File: src/hw/rtl/rmopd_pkg.sv
// Package with shared constants, types and the microcode table of the orbit period detector.
`default_nettype none
package rmopd_pkg;

    localparam int WORD_BITS   = 32;
    localparam int FRAC_BITS   = 28;
    localparam int ORBIT_DEPTH = 64;
    localparam int ADDR_W      = $clog2(ORBIT_DEPTH);
    localparam int DIV_STEPS   = WORD_BITS + FRAC_BITS;
    localparam int DIV_CNT_W   = $clog2(DIV_STEPS);
    localparam int EPS_W       = 31;
    localparam int ITER_W      = 16;
    localparam int PLIM_W      = 7;
    localparam int LAG_W       = 6;
    localparam int COLOUR_W    = 12;
    localparam int CFG_W       = 31;
    localparam int CFG_IDX_W   = 2;
    localparam int NREG        = 14;
    localparam int RF_AW       = $clog2(NREG);
    localparam int PC_W        = 6;

    localparam logic [ITER_W-1:0]   RST_MAX_ITER = ITER_W'(100);
    localparam logic [PLIM_W-1:0]   RST_PER_LIM  = PLIM_W'(10);
    localparam logic [EPS_W-1:0]    RST_EPS      = EPS_W'(26844);
    localparam logic [COLOUR_W-1:0] COLOUR_STEP  = COLOUR_W'(20);
    localparam logic [COLOUR_W-1:0] COLOUR_BASE  = COLOUR_W'(128);

    localparam logic signed [WORD_BITS-1:0] WMAX = {1'b0, {(WORD_BITS-1){1'b1}}};
    localparam logic signed [WORD_BITS-1:0] WMIN = {1'b1, {(WORD_BITS-1){1'b0}}};
    localparam logic signed [WORD_BITS-1:0] QONE = WORD_BITS'(64'd1 << FRAC_BITS);
    localparam logic signed [WORD_BITS-1:0] QK427 =
        WORD_BITS'(((64'd4 << FRAC_BITS) + 64'd13) / 64'd27);

    localparam logic [CFG_IDX_W-1:0] CFG_MAX_ITER = CFG_IDX_W'(0);
    localparam logic [CFG_IDX_W-1:0] CFG_PER_LIM  = CFG_IDX_W'(1);
    localparam logic [CFG_IDX_W-1:0] CFG_EPS      = CFG_IDX_W'(2);

    typedef enum logic [3:0] {
        OP_NOP, OP_MUL, OP_ADD, OP_SUB, OP_DIV, OP_STORE, OP_LOAD, OP_LATCH, OP_CMP
    } t_op;

    typedef enum logic [4:0] {
        S_AR = 5'd0, S_AI = 5'd1, S_XR = 5'd2, S_XI = 5'd3, S_CR = 5'd4, S_CI = 5'd5,
        S_U0 = 5'd6, S_U1 = 5'd7, S_U2 = 5'd8, S_U3 = 5'd9, S_U4 = 5'd10, S_U5 = 5'd11,
        S_U6 = 5'd12, S_U7 = 5'd13, S_ONE = 5'd14, S_K = 5'd15, S_ZERO = 5'd16
    } t_src;

    typedef struct packed {
        t_op  op;
        t_src dst;
        t_src sa;
        t_src sb;
    } t_uop;

    typedef struct packed {
        t_uop              uop;
        logic              load_point;
        logic              div_start;
        logic              store_we;
        logic [ADDR_W-1:0] ram_addr;
    } t_cmd;

    typedef struct packed {
        logic div_done;
        logic dist_lt;
    } t_stat;

    typedef enum logic [2:0] {
        ST_IDLE, ST_INIT, ST_ITER, ST_DIVW, ST_CHECK, ST_DONE
    } t_state;

    localparam logic [PC_W-1:0] PC_INIT_LAST = PC_W'(14);
    localparam logic [PC_W-1:0] PC_ITER_BEG  = PC_W'(15);
    localparam logic [PC_W-1:0] PC_ITER_LAST = PC_W'(47);
    localparam logic [PC_W-1:0] PC_CHK_BEG   = PC_W'(48);
    localparam logic [PC_W-1:0] PC_CHK_LAST  = PC_W'(54);

    function automatic t_uop mk(input t_op op, input t_src d, input t_src a, input t_src b);
        t_uop u;
        u.op  = op;
        u.dst = d;
        u.sa  = a;
        u.sb  = b;
        return u;
    endfunction

    // Setup of x = a and c = a^2 (1 - a), one map step, and one lag test.
    function automatic t_uop uop_rom(input logic [PC_W-1:0] pc);
        t_uop u;
        u = mk(OP_NOP, S_U0, S_U0, S_U0);
        unique case (pc)
            6'd0:  u = mk(OP_ADD, S_XR, S_AR, S_ZERO);
            6'd1:  u = mk(OP_ADD, S_XI, S_AI, S_ZERO);
            6'd2:  u = mk(OP_MUL, S_U0, S_AR, S_AR);
            6'd3:  u = mk(OP_MUL, S_U1, S_AI, S_AI);
            6'd4:  u = mk(OP_SUB, S_U2, S_U0, S_U1);
            6'd5:  u = mk(OP_MUL, S_U0, S_AR, S_AI);
            6'd6:  u = mk(OP_ADD, S_U3, S_U0, S_U0);
            6'd7:  u = mk(OP_SUB, S_U4, S_ONE, S_AR);
            6'd8:  u = mk(OP_SUB, S_U5, S_ZERO, S_AI);
            6'd9:  u = mk(OP_MUL, S_U0, S_U2, S_U4);
            6'd10: u = mk(OP_MUL, S_U1, S_U3, S_U5);
            6'd11: u = mk(OP_SUB, S_CR, S_U0, S_U1);
            6'd12: u = mk(OP_MUL, S_U0, S_U2, S_U5);
            6'd13: u = mk(OP_MUL, S_U1, S_U3, S_U4);
            6'd14: u = mk(OP_ADD, S_CI, S_U0, S_U1);
            6'd15: u = mk(OP_STORE, S_U0, S_U0, S_U0);
            6'd16: u = mk(OP_SUB, S_U4, S_XR, S_ONE);
            6'd17: u = mk(OP_MUL, S_U0, S_XR, S_XR);
            6'd18: u = mk(OP_MUL, S_U1, S_XI, S_XI);
            6'd19: u = mk(OP_SUB, S_U2, S_U0, S_U1);
            6'd20: u = mk(OP_MUL, S_U0, S_XR, S_XI);
            6'd21: u = mk(OP_ADD, S_U3, S_U0, S_U0);
            6'd22: u = mk(OP_MUL, S_U0, S_U2, S_U4);
            6'd23: u = mk(OP_MUL, S_U1, S_U3, S_XI);
            6'd24: u = mk(OP_SUB, S_U5, S_U0, S_U1);
            6'd25: u = mk(OP_MUL, S_U0, S_U2, S_XI);
            6'd26: u = mk(OP_MUL, S_U1, S_U3, S_U4);
            6'd27: u = mk(OP_ADD, S_U3, S_U0, S_U1);
            6'd28: u = mk(OP_ADD, S_U2, S_U5, S_CR);
            6'd29: u = mk(OP_ADD, S_U4, S_U3, S_CI);
            6'd30: u = mk(OP_MUL, S_U0, S_AR, S_U2);
            6'd31: u = mk(OP_MUL, S_U1, S_AI, S_U4);
            6'd32: u = mk(OP_SUB, S_U6, S_U0, S_U1);
            6'd33: u = mk(OP_MUL, S_U0, S_AR, S_U4);
            6'd34: u = mk(OP_MUL, S_U1, S_AI, S_U2);
            6'd35: u = mk(OP_ADD, S_U7, S_U0, S_U1);
            6'd36: u = mk(OP_ADD, S_U5, S_U5, S_K);
            6'd37: u = mk(OP_MUL, S_U0, S_U5, S_U5);
            6'd38: u = mk(OP_MUL, S_U1, S_U3, S_U3);
            6'd39: u = mk(OP_ADD, S_U2, S_U0, S_U1);
            6'd40: u = mk(OP_MUL, S_U0, S_U6, S_U5);
            6'd41: u = mk(OP_MUL, S_U1, S_U7, S_U3);
            6'd42: u = mk(OP_ADD, S_U4, S_U0, S_U1);
            6'd43: u = mk(OP_MUL, S_U0, S_U7, S_U5);
            6'd44: u = mk(OP_MUL, S_U1, S_U6, S_U3);
            6'd45: u = mk(OP_SUB, S_U6, S_U0, S_U1);
            6'd46: u = mk(OP_DIV, S_XR, S_U4, S_U2);
            6'd47: u = mk(OP_DIV, S_XI, S_U6, S_U2);
            6'd48: u = mk(OP_LOAD, S_U0, S_U0, S_U0);
            6'd49: u = mk(OP_LATCH, S_U6, S_U0, S_U0);
            6'd50: u = mk(OP_SUB, S_U2, S_XR, S_U6);
            6'd51: u = mk(OP_SUB, S_U3, S_XI, S_U7);
            6'd52: u = mk(OP_MUL, S_U0, S_U2, S_U2);
            6'd53: u = mk(OP_MUL, S_U1, S_U3, S_U3);
            6'd54: u = mk(OP_CMP, S_U0, S_U0, S_U1);
            default: u = mk(OP_NOP, S_U0, S_U0, S_U0);
        endcase
        return u;
    endfunction

    function automatic logic signed [WORD_BITS-1:0] sat_w(
        input logic signed [2*WORD_BITS-1:0] v);
        logic signed [2*WORD_BITS-1:0] hi;
        logic signed [2*WORD_BITS-1:0] lo;
        hi = WMAX;
        lo = WMIN;
        if (v > hi) return WMAX;
        if (v < lo) return WMIN;
        return v[WORD_BITS-1:0];
    endfunction

endpackage
`default_nettype wire

File: src/hw/rtl/rmopd_ctrl.sv
// Controller: sequences the microcode through setup, map steps and the lag search.
`default_nettype none
module rmopd_ctrl
    import rmopd_pkg::*;
(
    input  wire logic                i_clk,
    input  wire logic                i_rst_n,
    input  wire logic                i_start,
    input  wire logic [ITER_W-1:0]   i_max_iter,
    input  wire logic [PLIM_W-1:0]   i_per_lim,
    input  wire t_stat               i_stat,
    output t_cmd                     o_cmd,
    output logic                     o_busy,
    output logic                     o_valid,
    output logic                     o_hit,
    output logic [LAG_W-1:0]         o_lag,
    output logic [COLOUR_W-1:0]      o_colour_code
);
    t_state              r_state, n_state;
    logic [PC_W-1:0]     r_pc;
    logic [ITER_W-1:0]   r_iter;
    logic [ITER_W-1:0]   r_n;
    logic [ITER_W-1:0]   r_base;
    logic [PLIM_W-1:0]   r_p;
    logic [PLIM_W-1:0]   r_j;
    logic                r_hit;
    logic [LAG_W-1:0]    r_lag;
    t_uop                uop;
    logic [PLIM_W-1:0]   p_clamp;
    logic                last_iter;
    logic                last_j;

    assign uop       = uop_rom(r_pc);
    assign last_iter = ITER_W'(r_iter + 1'b1) == r_n;
    assign last_j    = PLIM_W'(r_j + 1'b1) == r_p;

    always_comb begin
        p_clamp = (i_per_lim > PLIM_W'(ORBIT_DEPTH)) ? PLIM_W'(ORBIT_DEPTH) : i_per_lim;
        if (ITER_W'(p_clamp) > i_max_iter) begin
            p_clamp = i_max_iter[PLIM_W-1:0];
        end
    end

    always_comb begin
        n_state = r_state;
        unique case (r_state)
            ST_IDLE:  if (i_start) n_state = ST_INIT;
            ST_INIT:  if (r_pc == PC_INIT_LAST) n_state = (r_n == '0) ? ST_DONE : ST_ITER;
            ST_ITER:  if (uop.op == OP_DIV) n_state = ST_DIVW;
            ST_DIVW: begin
                if (i_stat.div_done) begin
                    if (r_pc == PC_ITER_LAST && last_iter) begin
                        n_state = (r_p == '0) ? ST_DONE : ST_CHECK;
                    end else begin
                        n_state = ST_ITER;
                    end
                end
            end
            ST_CHECK: begin
                if (r_pc == PC_CHK_LAST && (i_stat.dist_lt || last_j)) n_state = ST_DONE;
            end
            ST_DONE:  n_state = ST_IDLE;
            default:  n_state = ST_IDLE;
        endcase
    end

    always_ff @(posedge i_clk) begin
        if (!i_rst_n) begin
            r_state <= ST_IDLE;
            r_pc    <= '0;
            r_iter  <= '0;
            r_j     <= '0;
            r_hit   <= 1'b0;
            r_lag   <= '0;
        end else begin
            r_state <= n_state;
            unique case (r_state)
                ST_IDLE: begin
                    if (i_start) begin
                        r_pc   <= '0;
                        r_iter <= '0;
                        r_j    <= '0;
                        r_hit  <= 1'b0;
                        r_lag  <= '0;
                        r_n    <= i_max_iter;
                        r_p    <= p_clamp;
                        r_base <= i_max_iter - ITER_W'(p_clamp);
                    end
                end
                ST_INIT: r_pc <= (r_pc == PC_INIT_LAST) ? PC_ITER_BEG : r_pc + 1'b1;
                ST_ITER: if (uop.op != OP_DIV) r_pc <= r_pc + 1'b1;
                ST_DIVW: begin
                    if (i_stat.div_done) begin
                        if (r_pc == PC_ITER_LAST) begin
                            r_iter <= r_iter + 1'b1;
                            r_pc   <= last_iter ? PC_CHK_BEG : PC_ITER_BEG;
                        end else begin
                            r_pc <= r_pc + 1'b1;
                        end
                    end
                end
                ST_CHECK: begin
                    if (r_pc == PC_CHK_LAST) begin
                        if (i_stat.dist_lt) begin
                            r_hit <= 1'b1;
                            r_lag <= r_j[LAG_W-1:0];
                        end else begin
                            r_j  <= r_j + 1'b1;
                            r_pc <= PC_CHK_BEG;
                        end
                    end else begin
                        r_pc <= r_pc + 1'b1;
                    end
                end
                ST_DONE: ;
                default: ;
            endcase
        end
    end

    always_comb begin
        o_cmd.uop        = mk(OP_NOP, S_U0, S_U0, S_U0);
        o_cmd.load_point = 1'b0;
        o_cmd.div_start  = 1'b0;
        o_cmd.store_we   = 1'b0;
        o_cmd.ram_addr   = ADDR_W'(r_iter - r_base);
        unique case (r_state)
            ST_IDLE:  o_cmd.load_point = i_start;
            ST_INIT:  o_cmd.uop = uop;
            ST_ITER: begin
                o_cmd.uop       = uop;
                o_cmd.div_start = uop.op == OP_DIV;
                o_cmd.store_we  = (uop.op == OP_STORE) && (r_iter >= r_base);
            end
            ST_DIVW:  o_cmd.uop = uop;
            ST_CHECK: begin
                o_cmd.uop      = uop;
                o_cmd.ram_addr = ADDR_W'(r_p - r_j - 1'b1);
            end
            ST_DONE:  ;
            default:  ;
        endcase
    end

    assign o_busy        = r_state != ST_IDLE;
    assign o_valid       = r_state == ST_DONE;
    assign o_hit         = r_hit;
    assign o_lag         = r_lag;
    assign o_colour_code = r_hit ? COLOUR_W'(COLOUR_W'(r_lag) * COLOUR_STEP + COLOUR_BASE)
                                 : '1;

    a_done_then_idle: assert property (@(posedge i_clk) disable iff (!i_rst_n)
        o_valid |=> !o_busy)
        else $error("result strobe not followed by idle");
    a_start_only_on_request: assert property (@(posedge i_clk) disable iff (!i_rst_n)
        $rose(o_busy) |-> $past(i_start))
        else $error("block left idle without a request");
    a_div_done_in_wait: assert property (@(posedge i_clk) disable iff (!i_rst_n)
        i_stat.div_done |-> r_state == ST_DIVW)
        else $error("divider finished outside the wait state");
    a_miss_lag_zero: assert property (@(posedge i_clk) disable iff (!i_rst_n)
        (o_valid && !o_hit) |-> (o_lag == '0))
        else $error("lag nonzero on a miss");
endmodule
`default_nettype wire

File: config.mk
export PLATFORM = sky130hd
export DESIGN_NAME = rmopd_ctrl
export DESIGN_NICKNAME = d
export VERILOG_FILES = /design/src/hw/rtl/rmopd_pkg.sv /design/src/hw/rtl/rmopd_ctrl.sv
export SDC_FILE = /design/constraint.sdc
export NUM_CORES = 1
export LEC_CHECK = 0
export BUFFER_PORTS_ARGS = -buffer_cell sky130_fd_sc_hd__buf_2
export CORE_ASPECT_RATIO = 0.5
export CORE_UTILIZATION = 60
export DETAILED_ROUTE_END_ITERATION = 8
export MAX_ROUTING_LAYER = met4
export PLACE_DENSITY = 0.9
export SLEW_MARGIN = 15
export SYNTH_ARGS = -nofsm -noshare
export SYNTH_HDL_FRONTEND = slang
export SYNTH_SLANG_ARGS = --single-unit
export TNS_END_PERCENT = 30
File: constraint.sdc
create_clock -name i_clk -period 9.6 [get_ports i_clk]
set_input_delay 0 -clock i_clk [delete_from_list [all_inputs] [get_ports i_clk]]
set_output_delay 0 -clock i_clk [all_outputs]
set_load 0.02 [all_outputs]
After elaboration in Yosys (flattened, before gate mapping)
Memory sizes are Yosys's and may differ from the RTL's. A register that Yosys moved wholly into a read port is not among the register bits.
Index checks and enable logic that the tools add are counted.
{"block": "word_totals", "register_bits": 78, "mem_bits_ro": 1152, "inputBits": 28, "out_inout_bits": 49, "elab_cells": 106, "memories": 1}
{"memory": "(name not given)", "depth": 64, "word_bits": 18, "read_ports": 1, "rd_clocked_by_memory_dff": 1, "write_ports": 0, "line_no": "rmopd_pkg.sv:91", "source": "unique case (pc)"}
{"block": "op_classes", "addsub": 8, "n_mul": 1, "order_cmp": 3, "n_eq_ne": 24, "n_mux": 42, "n_reduce_logical": 18}
{"operator": "2-to-1 mux 6 bit", "count": 13}
{"operator": "2-to-1 mux 16 bit", "count": 3}
{"operator": "2-to-1 mux 7 bit", "count": 5}
{"operator": "one-hot mux 16 bit (2 select lines)", "count": 1}
{"operator": "one-hot mux 6 bit (5 select lines)", "count": 1}
{"operator": "2-to-1 mux 3 bit", "count": 7}
{"operator": "!= test 2 bit, second input constant", "count": 10}
{"operator": "2-to-1 mux 19 bit", "count": 1}
{"operator": "adder 16 x 1 -> 16 bit, second input constant", "count": 1}
{"operator": "== test 16 bit", "count": 1}
{"operator": "greater-or-equal comparator 16 bit", "count": 1}
{"operator": "greater-than comparator 7 x 16 -> 1 bit", "count": 1}
{"operator": "logical NOT 16 bit", "count": 1}
{"operator": "subtractor 16 x 7 -> 16 bit", "count": 1}
{"operator": "one-hot mux 3 bit (5 select lines)", "count": 1}
{"operator": "one-hot mux 7 bit (2 select lines)", "count": 1}
{"operator": "adder 11 x 8 -> 12 bit, second input constant", "count": 1}
{"operator": "== test 6 bit, second input constant", "count": 2}
{"operator": "2-to-1 mux 12 bit", "count": 1}
{"operator": "one-hot mux 6 bit (2 select lines)", "count": 1}
{"operator": "AND reduction 4 bit", "count": 3}
{"operator": "subtractor 6 bit", "count": 2}
{"operator": "AND reduction 5 bit", "count": 2}
{"operator": "multiplier 6 x 3 -> 9 bit, second input constant", "count": 1}
{"operator": "24 further kinds", "count": 34}

Longest topological paths before layout
Gate-level depths: netlist of run 1.
{"block": "depth", "depth_word": 8, "depth_mapped": 25, "ltp_nobuf": 24}

Least setup slack after synthesis of run 1
Ideal clock, no wire load.
{"block": "synth_path", "kind": "input to register", "startpoint": "in i_per_lim[1]", "endpoint": "reg r_base[14], data pin", "setup_time_ps": 271, "arrival_time_ps": 4067, "required_time_ps": 9329, "slack_ps": 5261, "cell_stages": 25, "n_path_buf": 1, "path_cell_list": "nor2b_1 ha_1 nor2b_1 o21ai_0 nand2b_1 a21oi_1 nor2b_1 o21ai_0 nand2b_1 a21oi_1 nor3_1 clkbuf_1 mux2i_1 ha_1 inv_1 fa_1 nand2_1 nand2_1 a21oi_1 o21bai_1 a21oi_1 nor2b_1 or4_1 nor4_1 xor2_1"}
{"block": "synth_between", "elab_chain_len": 5}
{"element": "start: declaration", "line_no": "rmopd_ctrl.sv:10", "source": "input wire logic [PLIM_W-1:0] i_per_lim,"}
{"element": "greater-than comparator 7 bit", "line_no": "rmopd_ctrl.sv:38", "source": "p_clamp = (i_per_lim > PLIM_W'(ORBIT_DEPTH)) ? PLIM_W'(ORBIT_DEPTH) : i_per_lim;"}
{"element": "2-to-1 mux 7 bit *", "line_no": "rmopd_ctrl.sv:38"}
{"element": "greater-than comparator 7 x 16 -> 1 bit", "line_no": "rmopd_ctrl.sv:39", "source": "if (ITER_W'(p_clamp) > i_max_iter) begin"}
{"element": "2-to-1 mux 7 bit *", "line_no": "rmopd_ctrl.sv:39"}
{"element": "via p_clamp[0]", "line_no": "rmopd_ctrl.sv:29", "source": "logic [PLIM_W-1:0] p_clamp;"}
{"element": "subtractor 16 x 7 -> 16 bit *", "line_no": "rmopd_ctrl.sv:87", "source": "r_base <= i_max_iter - ITER_W'(p_clamp);"}
{"element": "end signal: assignment", "line_no": "rmopd_ctrl.sv:87"}
{"element": "end: declaration", "line_no": "rmopd_ctrl.sv:23", "source": "logic [ITER_W-1:0] r_base;"}
The timed path passes the listed nets; every way through them passes the cells marked *.
A chain may end at the register's enable or synchronous reset.

Final worst setup path of run 1
{"block": "layout_path", "startpoint": "in i_max_iter[1]", "endpoint": "reg r_base[14], data pin"}
{"block": "layout_between", "elab_chain_len": 3}
{"element": "start: declaration", "line_no": "rmopd_ctrl.sv:9", "source": "input wire logic [ITER_W-1:0] i_max_iter,"}
{"element": "greater-than comparator 7 x 16 -> 1 bit", "line_no": "rmopd_ctrl.sv:39"}
{"element": "2-to-1 mux 7 bit", "line_no": "rmopd_ctrl.sv:39"}
{"element": "via p_clamp[0]", "line_no": "rmopd_ctrl.sv:29"}
{"element": "subtractor 16 x 7 -> 16 bit", "line_no": "rmopd_ctrl.sv:87"}
The timed path passes the listed nets, and every way through them passes these cells.

==> impl_results.md, run 1 <==
- Hold WS: 24.44 ps
- Startpoint types: input port
- Status: finished with violations
- # rows: 29
- # diodes: 0
- Port bufs: 75
- Final wirelength: 21,140 µm
- Register area share after synthesis: 0.2937
- P&R area growth vs syn: 10.52%
- Largest net degree at the start of global routing: 40
- FMAX: 190.0 MHz
- Clock sinks: 96
- RSZ-0062 raised after global routing: no
- Die width: 164.0 µm
- Synth Area in Adders: 0.1055
- Post-DP HPWL: 15,060 µm
- Pwr Density: 109.5 nW/µm²
- Drt first pass iters: 8
- Fin worst setup slack: 4337 ps
- Final setup violation count: 0
- Die area: 13,610 µm²
- Tcrit/Tclk final: 0.5482
- Post-layout util: 0.6833
- Clock-pin slew on the worst setup and hold paths: 80 ps
- Max VDD drop: 0.08245 mV
- Most frequent cells in the layout: 79 x nand2_1, 78 x nor2_1, 75 x buf_2
- Cts bufs inserted: 9
- Max_slew headroom: 0.2914
- Leak: 3.505 nW
- FF+latch count, synth: 96
- Dominant cells by area after synthesis: edfxtp_1 15%, dfxtp_1 14%, ha_1 9.5%, a21oi_1 4.3%, xnor2_1 4.0%
- Most common cell after layout, fill and taps aside: nand2_1
- Largest family of logic cells by synthesized area: simple AND/OR/NAND/NOR gates
- CP max FO: 13
- Failing checks: DRC
- Core box area: 12,740 µm²
- Worst-skew pair later-pin latency: 350 ps
- Post-synth EDFFs: 39
- First-pass GRT wire length: 34,490 µm
- GRT Total Usage: 0.3239
- Async S/R FF share, synth: 0
- Clk buf depth: 2
- Synth Area in XOR/XNOR: 0.06452
- Root Driver: clkbuf_16
- 1st-iter DRT viols: 1,104
- IO Count: 77
- RD Place Congestion: 0.9880
- Vias post-DR: 7,597
- CTS tree: yes
- DIE HEIGHT: 83.01 µm
- Final Hold Viols: 0
- Main synth FF type: dfxtp_1
- Post-Syn Area: 7874 µm²
- Worst setup path class: in -> reg
- Grt total ovfl: 0
- Data arrival, critical path: 5350 ps
- # DRC: 2
- Fraction of synthesized area in multiplexers: 0.02940
- Synth Area in Compound Gates: 0.2206
- Mean area per synthesized cell: 8.262 µm²
- Final min period: 5263 ps
- Post-synth top area cell: edfxtp_1
- Post-CTS Setup Inserts: 0
- DR vias/cell: 6.416
- Simple-gate area share of the yosys netlist: 0.2277
- Number of global-route vias before repair: 6,996
- Final setup TNS: 0 ps
- Req. time, crit path: 9690 ps
- Drt wl/cell: 17.86 µm
- Cell count after synthesis: 953
- Resize count post-CTS: 0
- Initial Util: 0.6182
- Share of cells above drive strength 1: 0.1312
- Place WS: 4576 ps
- H-tree depth: 3
- Antenna Nets Post-Route: 0
- Max cap viols: 0
- Skew final: 10.76 ps
- Fin. max-slew vios: 0
- Synth top area share: 0.1487
- Worst-Margin Slew: 1057 ps
- Synth warn: 0
- CP Capture Type: flip-flop
- Synth cell types: 88
- Syn nets: 1,045
- Worst Hold Class: in -> reg
- # nets final: 1,101
- Initial antenna violation count: 0
-- kinds of logic (layout without fill, tap and decap cells) --
logic type,Yosys count,after routing
multiplexers,21,21
adder cells (fa/ha/maj),64,64
other,1,1
buffers and inverters,107,168
AND/OR/NAND/NOR,349,349
XOR/XNOR,58,58
AO/OA/AOI/OAI,257,257
flip-flops,96,96
-- registers in the layout, indices dropped and copies added (netlist names) --
signal,count
uop,18
r_base,16
r_iter,16
r_n,16
r_j,7
r_p,7
o_lag,6
r_pc,6
r_state,3
o_hit,1
-- where the power goes --
| part | internal [mW] | switching, mW | leakage (nW) |
|---|---|---|---|
| clock | 0.181 | 0.177 | 0.138 |
| combinational | 0.0570 | 0.0915 | 2.54 |
| sequential | 0.438 | 0.00827 | 0.823 |
-- metrics by stage --
stage               total power, mW  cell area, µm²  std cells
floorplan                    0.5520            7874        953
global placement             0.5900            8257       1152
detailed placement           0.5948            8257       1152
CTS                          0.9481            8702       1184
global route                 0.9841            8702       1184
finish                       0.9526            8702       1184
-- cell usage after synthesis (5+ instances only) --
| library cell | n |
|---|---|
| ha_1 | 60 |
| a21oi_1 | 67 |
| dfxtp_1 | 57 |
| a22oi_1 | 10 |
| nor2b_1 | 16 |
| o21ai_1 | 6 |
| or3_1 | 13 |
| nor4_1 | 15 |
| o211ai_1 | 14 |
| mux2_2 | 7 |
| xor2_1 | 22 |
| o21bai_1 | 6 |
| o21a_1 | 13 |
| a21boi_0 | 8 |
| nor2_1 | 79 |
| and3_1 | 7 |
| nand3_1 | 33 |
| a211oi_1 | 8 |
| edfxtp_1 | 39 |
| or4_1 | 7 |
| a31oi_1 | 13 |
| a21o_1 | 10 |
| nand2b_1 | 30 |
| o21ai_0 | 52 |
| buf_4 | 5 |
| xnor2_1 | 36 |
| buf_2 | 12 |
| mux2i_1 | 13 |
| and2_1 | 18 |
| clkbuf_1 | 27 |
| inv_1 | 54 |
| nand2_1 | 79 |
| nor3_1 | 17 |
| nand4_1 | 10 |
-- final timing paths --
kind | start | end | slack [ps] | depth (start not counted)
setup / recovery | i_max_iter[1] | r_base[14] | 4340 | 26
hold / removal | i_stat[1] | r_state[0] | 20 | 4
setup reg to reg | r_iter[0] | uop[3] | 4670 | 14
hold reg to reg | r_j[6] | r_j[6] | 550 | 2
-- final cells by class --
class,count,area (µm²)
Clock buffer,9,225.2
Timing Repair Buffer,94,558.0
Tap cell,170,212.7
Fill cell,1000,4034
Sequential cell,96,2312
Inverter,58,217.7
Multi-Input combinational cell,750,5116
Clock inverter,7,60.06
-- repair_timing --
item	4_1_cts	5_1_grt
hold buffers	16	0
endpoints found under the hold margin	18	0
endpoints found under the setup margin	0	0
-- layer usage --
metal | part of all wire | GRT usage | vias to the layer above
met5 | 0 | - | -
li1 | - | - | 3546
met1 | 0.44 | 0.4319 | 3536
met2 | 0.44 | 0.4919 | 434
met3 | 0.088 | 0.05594 | 81
met4 | 0.028 | 0.1221 | 0
-- worst max-delay path: stages --
cell	delay, ps
dlygate4sd3_1	520
buf_2	170
inv_1	60
ha_1	280
nor2b_1	110
o21ai_0	80
nand2b_1	70
a21oi_1	70
nor2b_1	120
o21ai_0	140
nand2b_1	110
a21oi_1	80
nor3_2	800
mux2i_1	330
ha_1	200
inv_1	50
fa_1	400
nand2_1	80
nand2_1	50
a21oi_1	210
o21bai_1	100
a21oi_1	260
nor2b_1	110
or4_1	490
nor4_1	290
xor2_1	140
(Power assumes the default switching activity.)
==> run 2, diff against run 1 <==
==> constraint.sdc (replaced) <==
create_clock -name i_clk -period 4.9 [get_ports i_clk]
set_input_delay 0 -clock i_clk [delete_from_list [all_inputs] [get_ports i_clk]]
set_output_delay 0 -clock i_clk [all_outputs]
set_load 0.02 [all_outputs]
==> run 2 against run 1 <==
  * The run still ends with DRC left
  * Routed wire length up 6.0%
  * Via count down 0.34%
  * Largest power group unchanged
  * First-iteration DRC count fell by 17%
  * Largest cell class unchanged
  * Critical endpoint unchanged
==> impl_results.md, run 2 (same netlist as run 1, synthesis figures left out) <==
- Post-DP HPWL: 16,250 µm (was 15,060 µm)
- Worst-skew pair later-pin latency: 360 ps (was 350 ps)
- Hold WS: 10.35 ps (was 24.44 ps)
- Vias post-DR: 7,571 (was 7,597)
- Placed Area: 8377 µm² (was 8257 µm²)
- IO Count: 77 (unchanged)
- Finished Layout Cells: 1,207 (was 1,184)
- Critical path's largest stage delay: 550 ps (was 800 ps)
- Pwr Density: 212.4 nW/µm² (was 109.5 nW/µm²)
- Status: finished with violations (unchanged)
- Clk buf depth: 2 (unchanged)
- Final wirelength: 22,420 µm (was 21,140 µm)
- Share of cells above drive strength 1: 0.1495 (was 0.1312)
- Final min period: 4603 ps
- FMAX: 217.2 MHz
- Most frequent cells in the layout: 79 x nand2_1, 78 x nor2_1, 75 x buf_2 (unchanged)
- Fin. max-slew vios: 0 (unchanged)
- Max VDD drop: 0.1763 mV (was 0.08245 mV)
- # DRC: 2 (unchanged)
- Post-Layout Inst Area: 8902 µm² (was 8702 µm²)
- # nets final: 1,124 (was 1,101)
- P&R area growth vs syn: 13.06% (was 10.52%)
- Clock-pin slew on the worst setup and hold paths: 70 ps (was 80 ps)
- Die area: 13,610 µm² (unchanged)
- Drt first pass iters: 8 (unchanged)
- # diodes: 0 (unchanged)
- Final setup TNS: 0 ps (unchanged)
- DIE HEIGHT: 83.01 µm (unchanged)
- Port bufs: 75 (unchanged)
- Largest register FFs: 18 (unchanged)
- Antenna Nets Post-Route: 0 (unchanged)
- Initial antenna violation count: 0 (unchanged)
- Crit path buffers/inverters: 4 (unchanged)
- Most common cell after layout, fill and taps aside: nand2_1 (unchanged)
- Leak: 3.632 nW (was 3.505 nW)
- 1st-iter DRT viols: 913 (was 1,104)
- Cts bufs inserted: 9 (unchanged)
- H-tree depth: 3 (unchanged)
- Max cap viols: 0 (unchanged)
- # rows: 29 (unchanged)
- Worst-Margin Slew: 1003 ps (was 1057 ps)
- Final Hold Viols: 0 (unchanged)
- Slowest-stage cell, CP: dlygate4sd3_1 (was nor3_2)
- Post-layout util: 0.6990 (was 0.6833)
- RSZ-0062 raised after global routing: no (unchanged)
- Clock sinks: 96 (unchanged)
- Grt total ovfl: 0 (unchanged)
- Placed insts: 1,168 (was 1,152)
- Data arrival, critical path: 4700 ps (was 5350 ps)
- Worst Hold Class: in -> reg (unchanged)
- Failing checks: DRC (unchanged)
- CP Capture Type: flip-flop (unchanged)
- Tcrit/Tclk final: 0.9394
- Cell repeated most along the worst path: a21oi_1 (unchanged)
- Root Driver: clkbuf_16 (unchanged)
- Startpoint types: input port (unchanged)
- DR vias/cell: 6.273 (was 6.416)
- Drt wl/cell: 18.57 µm (was 17.86 µm)
- Skew final: 11.30 ps (was 10.76 ps)
- First-pass GRT wire length: 35,650 µm (was 34,490 µm)
- GRT Total Usage: 0.3404 (was 0.3239)
- Max_slew headroom: 0.3299 (was 0.2914)
- CP max FO: 11 (was 13)
- Core box area: 12,740 µm² (unchanged)
- RD Place Congestion: 1.022 (was 0.9880)
- CTS tree: yes (unchanged)
- Number of global-route vias before repair: 7,224 (was 6,996)
- Req. time, crit path: 5000 ps (was 9690 ps)
- Delay-heaviest family, CP: compound AO/OA/AOI/OAI gates (was simple AND/OR/NAND/NOR gates)
- Largest net degree at the start of global routing: 40 (unchanged)
- Worst setup path class: in -> reg (unchanged)
- Die width: 164.0 µm (unchanged)
- Initial Util: 0.6182 (unchanged)
- Final setup violation count: 0 (unchanged)
run 2: cell types whose count changed in the layout (fill, tap and decap cells not counted), sizes merged:
cell / before / now
clkinvlp: 1 / 0
buf: 78 / 100
clkinv: 2 / 5
inv: 62 / 60
dlygate4sd3: 16 / 17
run 2: through the flow:
stage          worst slack, ps  total power, mW
6_report                 296.8            1.891
5_1_grt                  34.31            1.957
4_1_cts                  67.18            1.876
3_5_place_dp            -51.93            1.179
3_3_place_gp             191.5            1.166
2_1_floorplan            561.1            1.081
run 2: layout make-up:
type / instances / area [µm²]
Multi-Input combinational cell: 750 / 5122
Tap cell: 170 / 212.7
Clock inverter: 7 / 66.31
Fill cell: 1006 / 3834
Timing Repair Buffer: 117 / 745.7
Sequential cell: 96 / 2312
Clock buffer: 9 / 225.2
Inverter: 58 / 217.7
run 2: repair_timing:
action / CTS / global route
gates resized for setup: 0 / 1
setup endpoints to repair: 0 / 7
buffers inserted: 0 / 6
hold buffers: 17 / 0
endpoints found under the hold margin: 21 / 0
run 2: layer usage:
metal | part of all wire | track usage | up-vias
li1 | - | - | 3581
met1 | 0.42 | 0.4366 | 3535
met2 | 0.47 | 0.5505 | 389
met3 | 0.074 | 0.05245 | 66
met4 | 0.028 | 0.1111 | 0
met5 | 0 | - | -
run 2: path summary, 6_finish.rpt:
check / start / to / slack, ps / depth (start not counted)
hold reg to reg: r_j[6] / r_j[6] / 530 / 2
setup / recovery: i_max_iter[0] / r_base[14] / 300 / 26
setup reg to reg: r_pc[0] / uop[15] / 420 / 16
hold / removal: i_max_iter[9] / r_base[9] / 10 / 2
run 2: where the power goes:
group          switching, mW  internal [mW]
clock network          0.352          0.356
registers             0.0175          0.858
logic                  0.189          0.119
total                  0.559           1.33
run 2: worst reg2reg max path, delay by kind of cell (launching register included):
family | cells | cell delay (ps)
DFF | 1 | 420
buffers and inverters | 3 | 610
and+or+nand+nor | 6 | 1990
adders and majority gates | 2 | 610
AOI/OAI and AO/OA | 5 | 730
==> run 3, diff against run 2 <==
--- a/config.mk
+++ b/config.mk
@@ -9,6 +9,7 @@
 export CORE_ASPECT_RATIO = 0.5
 export CORE_UTILIZATION = 60
 export DETAILED_ROUTE_END_ITERATION = 8
+export GPL_TIMING_DRIVEN = 1
 export MAX_ROUTING_LAYER = met4
 export PLACE_DENSITY = 0.9
 export SLEW_MARGIN = 15
==> constraint.sdc (replaced) <==
create_clock -name i_clk -period 4.9 [get_ports i_clk]
set_input_delay 0.245 -clock i_clk [delete_from_list [all_inputs] [get_ports i_clk]]
set_output_delay 0.245 -clock i_clk [all_outputs]
set_load 0.02 [all_outputs]
==> run 3 against run 2 <==
  * The flow now finishes without violations
  * Sequential cell count did not move
  * Largest cell class unchanged
  * Critical path depth did not move
  * Cell count fell by 1.2%
  * Routed wire length fell by 3.5%
  * Power fell by 0.80%
  * Critical path type unchanged
  * Core utilization fell by 1.1 points
  * Highest routed layer unchanged
  * Worst hold slack improved by 90 ps
==> impl_results.md, run 3 (same netlist as run 1, synthesis figures left out) <==
- Status: completed (was finished with violations)
- Vias post-DR: 7,500 (was 7,571)
- Worst-skew pair later-pin latency: 360 ps (about the same)
- Sequential Area: 2312 µm² (unchanged)
- Data arrival, critical path: 4760 ps (was 4700 ps)
- Root Driver: clkbuf_16 (unchanged)
- Drt first pass iters: 5 (was 8)
- Largest register FFs: 18 (unchanged)
- Initial antenna violation count: 0 (unchanged)
- Final setup violation count: 0 (unchanged)
- Antenna Nets Post-Route: 0 (unchanged)
- Final min period: 4579 ps (was 4603 ps)
- Reg-to-reg slack, setup: 480 ps (was 420 ps)
- # rows: 29 (unchanged)
- Final setup TNS: 0 ps (unchanged)
- Port bufs: 75 (unchanged)
- Number of global-route vias before repair: 6,960 (was 7,224)
- Critical path's largest stage delay: 490 ps (was 550 ps)
- # fillers: 1,027 (was 1,006)
- Post-layout util: 0.6876 (was 0.6990)
- Finished Layout Cells: 1,192 (was 1,207)
- # DRC: 0 (was 2)
- DIE HEIGHT: 83.01 µm (unchanged)
- Pwr Total: 1.876 mW (was 1.891 mW)
- Skew final: 9.351 ps (was 11.30 ps)
- # nets final: 1,109 (was 1,124)
- Max VDD drop: 0.1510 mV (was 0.1763 mV)
- Clock sinks: 96 (unchanged)
- Req. time, crit path: 5080 ps (was 5000 ps)
- First-pass GRT wire length: 34,690 µm (was 35,650 µm)
- Fin worst setup slack: 320.7 ps (was 296.8 ps)
- Share of cells above drive strength 1: 0.1566 (was 0.1495)
- Place WS: -350.1 ps (was -51.93 ps)
- DR vias/cell: 6.292 (was 6.273)
- Cts bufs inserted: 9 (unchanged)
- Core box area: 12,740 µm² (unchanged)
- Startpoint types: input port (unchanged)
- Post-DP HPWL: 15,880 µm (was 16,250 µm)
- Placed insts: 1,170 (was 1,168)
- 1st-iter DRT viols: 872 (was 913)
- Fin. max-slew vios: 0 (unchanged)
- Cell repeated most along the worst path: nor2b_1 (was a21oi_1)
- Area of the multi-input gates: 5137 µm² (was 5122 µm²)
- Largest net degree at the start of global routing: 40 (unchanged)
- CP max FO: 10 (was 11)
- Die area: 13,610 µm² (unchanged)
- CP Capture Type: flip-flop (unchanged)
- Pwr Density: 214.2 nW/µm² (was 212.4 nW/µm²)
- Initial Util: 0.6182 (unchanged)
- Worst-Margin Slew: 979.2 ps (was 1003 ps)
- H-tree depth: 3 (unchanged)
- Max_slew headroom: 0.3456 (was 0.3299)
- Drt wl/cell: 18.16 µm (was 18.57 µm)
- Die width: 164.0 µm (unchanged)
- Final wirelength: 21,640 µm (was 22,420 µm)
- CTS tree: yes (unchanged)
- Final Hold Viols: 0 (unchanged)
- GRT Total Usage: 0.3319 (was 0.3404)
- Clock-pin slew on the worst setup and hold paths: 70 ps (about the same)
- Leak: 3.573 nW (was 3.632 nW)
- P&R area growth vs syn: 11.22% (was 13.06%)
- Most frequent cells in the layout: 79 x nand2_1, 78 x nor2_1, 75 x buf_2 (unchanged)
- RD Place Congestion: 1.005 (was 1.022)
- Clk buf depth: 2 (unchanged)
- Worst setup path class: in -> reg (unchanged)
- Grt total ovfl: 0 (unchanged)
- Most common cell after layout, fill and taps aside: nand2_1 (unchanged)
- Worst Hold Class: in -> reg (unchanged)
- FMAX: 218.4 MHz (was 217.2 MHz)
- Max cap viols: 0 (unchanged)
- Slowest-stage cell, CP: or4_1 (was dlygate4sd3_1)
- # diodes: 0 (unchanged)
- IO Count: 77 (unchanged)
- Tcrit/Tclk final: 0.9345 (was 0.9394)
## run 3: critical path: cells and delay by family
kind                       cells  cell delay [ps]
buffers and inverters          3              350
and+or+nand+nor               11             1610
xor gates and xnor gates       1              250
AOI/OAI and AO/OA              7             1210
adders and majority gates      3              880
muxes                          1              200
## run 3: cell type report
class	instances	share of cell area
multi-input cells	750	0.5867
flip-flops and latches	96	0.2640
repair buffers	102	0.06744
clock buffers	9	0.02572
inverters	58	0.02486
well taps	170	0.02429
clock inverters	7	0.007001
## run 3: stage by stage
step / instance area, µm² / hold slack [ps]
floorplan: 7874 / 343.9
global placement: 8392 / 457.9
detailed placement: 8392 / 466.1
CTS: 8678 / 100.0
global route: 8757 / 97.29
finish: 8757 / 99.93
## run 3: layer usage
layer  up-vias  track usage  wire [µm]
li1       3556            -          -
met1      3521       0.4186       9383
met2       367       0.5347      10220
met3        56      0.06693       1572
met4         0       0.1052        460
met5         -            -          0
## run 3: report_power, final
part / internal, mW / switching (mW) / total (mW)
clock: 0.356 / 0.351 / 0.707
combinational: 0.112 / 0.185 / 0.297
sequential: 0.858 / 0.0143 / 0.872
total: 1.33 / 0.550 / 1.88
## run 3: path summary, 6_finish.rpt
path,startpoint,endpoint,depth (start not counted)
max reg2reg,r_pc[0],uop[15],16
min reg2reg,r_j[6],r_j[6],2
max,i_per_lim[6],r_base[14],26
min,i_max_iter[11],r_n[11],1
## run 3: timing repair
action	4_1_cts	5_1_grt
buffers inserted	0	6
resized for setup	0	4
hold buffers	0	0
hold endpoints to repair	0	0
setup endpoints to repair	0	7
